**config.mk**
```make
export PLATFORM = sky130hd
export DESIGN_NAME = k_smallest_ordered_index_sort_core
export DESIGN_NICKNAME = d
export VERILOG_FILES = /design/src/sv/kosis_pkg.sv /design/src/sv/kosis_cell.sv /design/src/sv/k_smallest_ordered_index_sort_core.sv
export SDC_FILE = /design/constraint.sdc
export NUM_CORES = 2
export LEC_CHECK = 0
export ABC_AREA = 1
export CORE_MARGIN = 2
export CORE_UTILIZATION = 60
export DETAILED_ROUTE_END_ITERATION = 16
export DONT_BUFFER_PORTS = 1
export PLACE_DENSITY = 0.74
export SLEW_MARGIN = 25
export SYNTH_ARGS = -nofsm -noshare
export SYNTH_HDL_FRONTEND = slang
export SYNTH_SLANG_ARGS = --single-unit
```
**constraint.sdc**
```tcl
create_clock -name clk -period 4.05 [get_ports clk]
set_input_delay 0.2025 -clock clk [delete_from_list [all_inputs] [get_ports clk]]
set_output_delay 0.2025 -clock clk [all_outputs]
set_load 0.01 [all_outputs]
```
**src/sv/kosis_pkg.sv**
```systemverilog
// shared types and constants for the top-k smallest index sorter
`timescale 1ns / 1ps

package kosis_pkg;

  // fixed field widths
  localparam int VALUE_W = 32;
  localparam int POS_W   = 16;
  localparam int CFG_W   = 5;

  // parameter defaults and register reset value
  localparam int MAX_KEEP_DEF   = 16;
  localparam int MAX_ITEMS_DEF  = 65536;
  localparam int KEEP_COUNT_RST = 16;

  // input beat payload
  typedef struct packed {
    logic signed [VALUE_W-1:0] sample_value;
    logic                      is_last;
  } in_t;

  // output beat payload
  typedef struct packed {
    logic [POS_W-1:0] position;
    logic             final_result;
  } out_t;

  // contents of one sorting cell
  typedef struct packed {
    logic                      occ;
    logic signed [VALUE_W-1:0] value;
    logic [POS_W-1:0]          pos;
  } cell_data_t;

  // commands broadcast to every cell
  typedef struct packed {
    logic insert;
    logic drain;
    logic clear;
  } cell_ctrl_t;

endpackage

```
**src/sv/kosis_cell.sv**
```systemverilog
// one compare-and-shift cell of the sorted insertion chain
`timescale 1ns / 1ps

module kosis_cell (
  input  logic                                clk,
  input  logic                                rst,
  input  kosis_pkg::cell_ctrl_t               ctrl,
  input  logic signed [kosis_pkg::VALUE_W-1:0] new_value,
  input  logic [kosis_pkg::POS_W-1:0]         new_pos,
  input  kosis_pkg::cell_data_t               prev_data,
  input  logic                                prev_gt,
  input  kosis_pkg::cell_data_t               next_data,
  output kosis_pkg::cell_data_t               data,
  output logic                                gt
);

  kosis_pkg::cell_data_t data_next;

  // new sample belongs at or before this cell (equal values go behind)
  assign gt = !data.occ || (new_value < data.value);

  // insert: take new sample or the left neighbor; drain: take the right neighbor
  always_comb begin
    data_next = data;
    if (ctrl.insert) begin
      if (gt) begin
        if (prev_gt) begin
          data_next = prev_data;
        end else begin
          data_next.occ   = 1'b1;
          data_next.value = new_value;
          data_next.pos   = new_pos;
        end
      end
    end else if (ctrl.drain) begin
      data_next = next_data;
    end
  end

  // occupancy flag and payload
  always_ff @(posedge clk) begin
    if (rst || ctrl.clear) begin
      data.occ <= 1'b0;
    end else begin
      data.occ <= data_next.occ;
    end
    data.value <= data_next.value;
    data.pos   <= data_next.pos;
  end

endmodule

```
**src/sv/k_smallest_ordered_index_sort_core.sv**
```systemverilog
// top level of the streaming top-k smallest index sorter
`timescale 1ns / 1ps
// Usage:
//   in channel (in_valid/in_ready/in_data) carries one signed Q16.16 sample a
//   beat; samples are numbered by arrival from 0. A chain of MAX_KEEP compare
//   cells keeps the smallest samples sorted, equal values behind older ones.
//   One sample is taken every cycle while no result list is being sent.
//   cfg channel (cfg_valid/cfg_ready/cfg_data) writes keep_count; cfg_ready is
//   always high. Zero acts as 1, values above MAX_KEEP act as MAX_KEEP.
//   On a beat with is_last set, the block sends min(keep_count, kept) positions
//   on the out channel in ascending order of value, the last one flagged with
//   final_result. Once the last sample is accepted the sequencer enters its
//   drain state and loads the first position into the output register when
//   that register is free; the chain shifts one cell toward the head per
//   delivered position. The in channel is held off until the last position
//   sits in the output register. A stalled receiver simply holds the output
//   register and the chain. Reset empties the chain, zeroes the arrival count,
//   sets keep_count to 16 and drops any pending output; no clearing pass is
//   needed.

module k_smallest_ordered_index_sort_core #(
  parameter int MAX_KEEP  = kosis_pkg::MAX_KEEP_DEF,
  parameter int MAX_ITEMS = kosis_pkg::MAX_ITEMS_DEF
) (
  input  logic                        clk,
  input  logic                        rst,
  input  logic                        in_valid,
  output logic                        in_ready,
  input  kosis_pkg::in_t              in_data,
  output logic                        out_valid,
  input  logic                        out_ready,
  output kosis_pkg::out_t             out_data,
  input  logic                        cfg_valid,
  output logic                        cfg_ready,
  input  logic [kosis_pkg::CFG_W-1:0] cfg_data
);

  localparam int CNT_W = $clog2(MAX_KEEP + 1);
  localparam int ARR_W = $clog2(MAX_ITEMS);
  localparam int CMP_W = (CNT_W > kosis_pkg::CFG_W) ? CNT_W : kosis_pkg::CFG_W;

  typedef enum logic {
    ST_COLLECT,
    ST_DRAIN
  } state_t;

  state_t                        state;
  logic [kosis_pkg::CFG_W-1:0]   keep_count;
  logic [ARR_W-1:0]              arrival_count;
  logic [CNT_W-1:0]              kept_fill;
  logic [CNT_W-1:0]              drain_left;

  logic                          in_fire;
  logic                          out_load;
  logic [CNT_W-1:0]              fill_after;
  logic [CMP_W-1:0]              want;
  logic [CMP_W-1:0]              fill_ext;
  logic [CNT_W-1:0]              emit_count;
  logic                          last_emit;

  kosis_pkg::cell_ctrl_t         ctrl;
  kosis_pkg::cell_data_t         cell_q [MAX_KEEP];
  logic                          cell_gt [MAX_KEEP];

  assign in_ready  = (state == ST_COLLECT);
  assign cfg_ready = 1'b1;
  assign in_fire   = in_valid && in_ready;
  assign out_load  = (state == ST_DRAIN) && (!out_valid || out_ready);
  assign last_emit = (drain_left == CNT_W'(1));

  // fill level after this sample goes in
  assign fill_after = (kept_fill == CNT_W'(MAX_KEEP)) ? kept_fill : kept_fill + 1'b1;

  // clamp keep_count to 1..MAX_KEEP, then limit to the kept entries
  always_comb begin
    want = CMP_W'(keep_count);
    if (want == '0) begin
      want = CMP_W'(1);
    end else if (want > CMP_W'(MAX_KEEP)) begin
      want = CMP_W'(MAX_KEEP);
    end
    fill_ext   = CMP_W'(fill_after);
    emit_count = (fill_ext < want) ? fill_after : CNT_W'(want);
  end

  // commands to the chain
  assign ctrl.insert = in_fire;
  assign ctrl.drain  = out_load && !last_emit;
  assign ctrl.clear  = out_load && last_emit;

  // the sorting chain
  for (genvar i = 0; i < MAX_KEEP; i++) begin : g_cell
    kosis_pkg::cell_data_t prev_d;
    kosis_pkg::cell_data_t next_d;
    logic                  prev_g;

    if (i == 0) begin : g_head
      assign prev_d = '0;
      assign prev_g = 1'b0;
    end else begin : g_body
      assign prev_d = cell_q[i-1];
      assign prev_g = cell_gt[i-1];
    end

    if (i == MAX_KEEP - 1) begin : g_tail
      assign next_d = '0;
    end else begin : g_mid
      assign next_d = cell_q[i+1];
    end

    kosis_cell u_cell (
      .clk       (clk),
      .rst       (rst),
      .ctrl      (ctrl),
      .new_value (in_data.sample_value),
      .new_pos   (kosis_pkg::POS_W'(arrival_count)),
      .prev_data (prev_d),
      .prev_gt   (prev_g),
      .next_data (next_d),
      .data      (cell_q[i]),
      .gt        (cell_gt[i])
    );
  end

  // configuration register
  always_ff @(posedge clk) begin
    if (rst) begin
      keep_count <= kosis_pkg::CFG_W'(kosis_pkg::KEEP_COUNT_RST);
    end else if (cfg_valid && cfg_ready) begin
      keep_count <= cfg_data;
    end
  end

  // sequencer: collect samples, then send the sorted head positions
  always_ff @(posedge clk) begin
    if (rst) begin
      state         <= ST_COLLECT;
      arrival_count <= '0;
      kept_fill     <= '0;
      drain_left    <= '0;
      out_valid     <= 1'b0;
    end else begin
      if (out_valid && out_ready && !out_load) begin
        out_valid <= 1'b0;
      end
      unique case (state)
        ST_COLLECT: begin
          if (in_fire) begin
            if (in_data.is_last) begin
              arrival_count <= '0;
              kept_fill     <= '0;
              drain_left    <= emit_count;
              state         <= ST_DRAIN;
            end else begin
              kept_fill <= fill_after;
              if (arrival_count == ARR_W'(MAX_ITEMS - 1)) begin
                arrival_count <= '0;
              end else begin
                arrival_count <= arrival_count + 1'b1;
              end
            end
          end
        end
        ST_DRAIN: begin
          if (out_load) begin
            out_valid <= 1'b1;
            drain_left <= drain_left - 1'b1;
            if (last_emit) begin
              state <= ST_COLLECT;
            end
          end
        end
        default: begin
          state <= ST_COLLECT;
        end
      endcase
    end
  end

  // output payload register
  always_ff @(posedge clk) begin
    if (out_load) begin
      out_data.position     <= cell_q[0].pos;
      out_data.final_result <= last_emit;
    end
  end

endmodule

```
==> qor.csv <==
metric,value,unit
outcome,finished with violations,
violations,negative hold slack,
post_route_cells_drive_above_1_share,3.802,%
setup_viol,0,
routed_wl,169700,µm
path_max_fanout,31,
grt_overflow,0,
setup.worst_path.end_class,flop,
tightest_slew,1181,ps
antennaDiodeCount,0,
rsz0062_at_grt,false,
avgSynthCellArea,7.387,µm²
critical_path_buf_inv_count,3,
netlist_instances,7492,
cts_tree,yes,
min-delay-start,rst,
hp-class,in -> reg,
powerDensity,521.7,nW/µm²
grt_pass1_wl,260300,µm
grt_max_degree,196,
first_iter_violations,5806,
clock_sinks,834,
crit_start,g_cell[9].u_cell.data[47],
relSlewSlack,21.26,%
dieWidth,307.7,µm
drcViolationCount,0,
ant_nets,0,
clk_pin_slew,60,ps
layout.cells.most_common,nand2_1,
leakage,33.43,nW
final_cell_mix,"4,062 x nand2_1, 949 x inv_1, 785 x edfxtp_1",
max_clock_freq,276.9,MHz
min_to,arrival_count[6],
maxSlewViolCount,0,
antenna_found_initial,0,
cp_common_cell,nand2_1,
yosysSeqAreaShare,44.37,%
start_util,60.47,%
root_buffer,clkbuf_16,
r2r_slack,440,ps
period_minus_slack,3611,ps
num_rows,111,
synthDistinctLibCells,36,
critPathSlowestCell,nor4_1,
clock_skew,24.82,ps
crit_type,reg -> reg,
insertion_delay,710,ps
postCtsSetupBuffers,0,
finalHoldViolCount,6,
syn-cell-area,55340,µm²
rr_endpoint,g_cell[10].u_cell.data[15],
first_pass_iters,7,
grtUsageTotal,35.55,%
cts_buffer_depth,3,
rr_startpoint,g_cell[9].u_cell.data[47],
cp_top_family,simple AND/OR/NAND/NOR gates,
cp_slowest_stage_delay,750,ps
placed_area,56490,µm²
dieArea,94680,µm²
post_drt_via_cell_ratio,5.619,
finish.instance_area,59520,µm²
multiInputGateArea,25910,µm²
fill_cells,7860,
cap_violations,0,
ios,63,
timing.hold.ws,-16.93,ps
final_nets,7943,
p_total,31.05,mW
hold_depth,2,
syn_nets,8040,
hpwlAfterDp,113800,µm
synth_edf_count,785,
vdd_ir_drop_max,0.4058,mV
grt_pass1_vias,45461,
arrival,4060,ps
async_flop_share,0,%
wl_per_cell,19.60,µm
io_buffers,0,
vias,48638,
fin_util,65.03,%
ys_ff_latch,834,
synth_ff_type,edfxtp_1,
seq_area,24550,µm²
gp_congestion,0.9851,
worstPathRequired,4500,ps
r2r_cells,14,
yosysWarningCount,0,
areaGrowthSynthToFinish,7.551,%
tns,0,ps
cts_buffers,95,
cts_max_level,3,
dieHeight,307.7,µm
design.core.area,91520,µm²
fin_crit_sh,89.16,%
worstSetupStartpointType,flop,
cp_cell_sequence,"inv_1, ha_1, nand4_1, inv_1, nand2_1, nor4_1, nand2_1, nand3_1, nand3_2, nand2_2, buf_4, nand2_1, nand2_1, nand2_1",
-- cell families (layout without fill, tap and decap cells) --
group	Yosys count	in the layout	share of synthesized area (%)
xor+xnor	9	9	0.1424
flops	834	834	44.37
other cells	1	1	0.006776
simple gates	4385	4385	30.31
compound gates	501	501	4.732
fa+ha+maj	505	505	11.42
buf+inv	1257	1235	9.021
-- synth_stat cells (33+ instances only) --
master | number | share of area (%)
nand4_1 | 33 | 0.37
nor2_1 | 129 | 0.87
o21ai_0 | 152 | 1.4
dfxtp_1 | 49 | 1.8
buf_2 | 81 | 0.73
clkbuf_1 | 175 | 1.2
a21oi_1 | 301 | 2.7
ha_1 | 505 | 11
edfxtp_1 | 785 | 43
nand3_1 | 89 | 0.80
inv_1 | 950 | 6.4
nand2_1 | 4091 | 28
-- timing repair --
action,in CTS,in global routing
gates resized for setup,0,0
endpoints found under the hold margin,51,0
hold buffers,11,0
-- state kept, by name, summed over array words and instances, names as in the netlist --
name	cells
state	1
drain_left	5
kept_fill	5
arrival_count	16
g_cell.u_cell.data	784
out_valid	1
out_data	17
keep_count	5
-- area by class of cell --
type                       count  area share, %
multi-input combinational   5401          43.53
timing repair buffer         109          1.791
inverter                     954          6.021
clock inverter                51         0.6538
tap                         1186          2.493
sequential                   834          41.25
clock buffer                 121          4.261
-- routing by layer --
| metal | wire, µm | share of wire [%] | track usage (%) | vias to the layer above |
|---|---|---|---|---|
| met2 | 73510 | 43 | 54.62 | 2618 |
| li1 | - | - | - | 23223 |
| met1 | 70530 | 42 | 49.69 | 22461 |
| met3 | 19840 | 12 | 7.783 | 336 |
| met4 | 5770 | 3.4 | 12.49 | 0 |
| met5 | 0 | 0 | 0 | - |
-- stage by stage --
step / worst slack [ps] / std cells
floorplan: 820.2 / 7492
global placement: 762.4 / 8473
detailed placement: 684.7 / 8473
CTS: 677.7 / 8656
global route: 415.7 / 8656
finish: 438.9 / 8656
-- how the worst max path moves through the flow --
stage | endpoint | slack, ps | depth (start not counted)
floorplan | g_cell[0].u_cell.data[0] | 820 | 14
global placement | g_cell[10].u_cell.data[26] | 760 | 14
detailed placement | g_cell[10].u_cell.data[26] | 680 | 14
CTS | g_cell[10].u_cell.data[15] | 680 | 14
global route | g_cell[10].u_cell.data[21] | 420 | 14
finish | g_cell[10].u_cell.data[15] | 440 | 14
-- report_power, final --
group          internal, mW  leakage, nW  total, mW  switching (mW)
Sequential             12.0         8.10       12.9           0.896
Combinational          3.10         23.9       9.86            6.76
Clock                  4.57         1.43       8.32            3.75
Power figures use the tool's default switching activity.
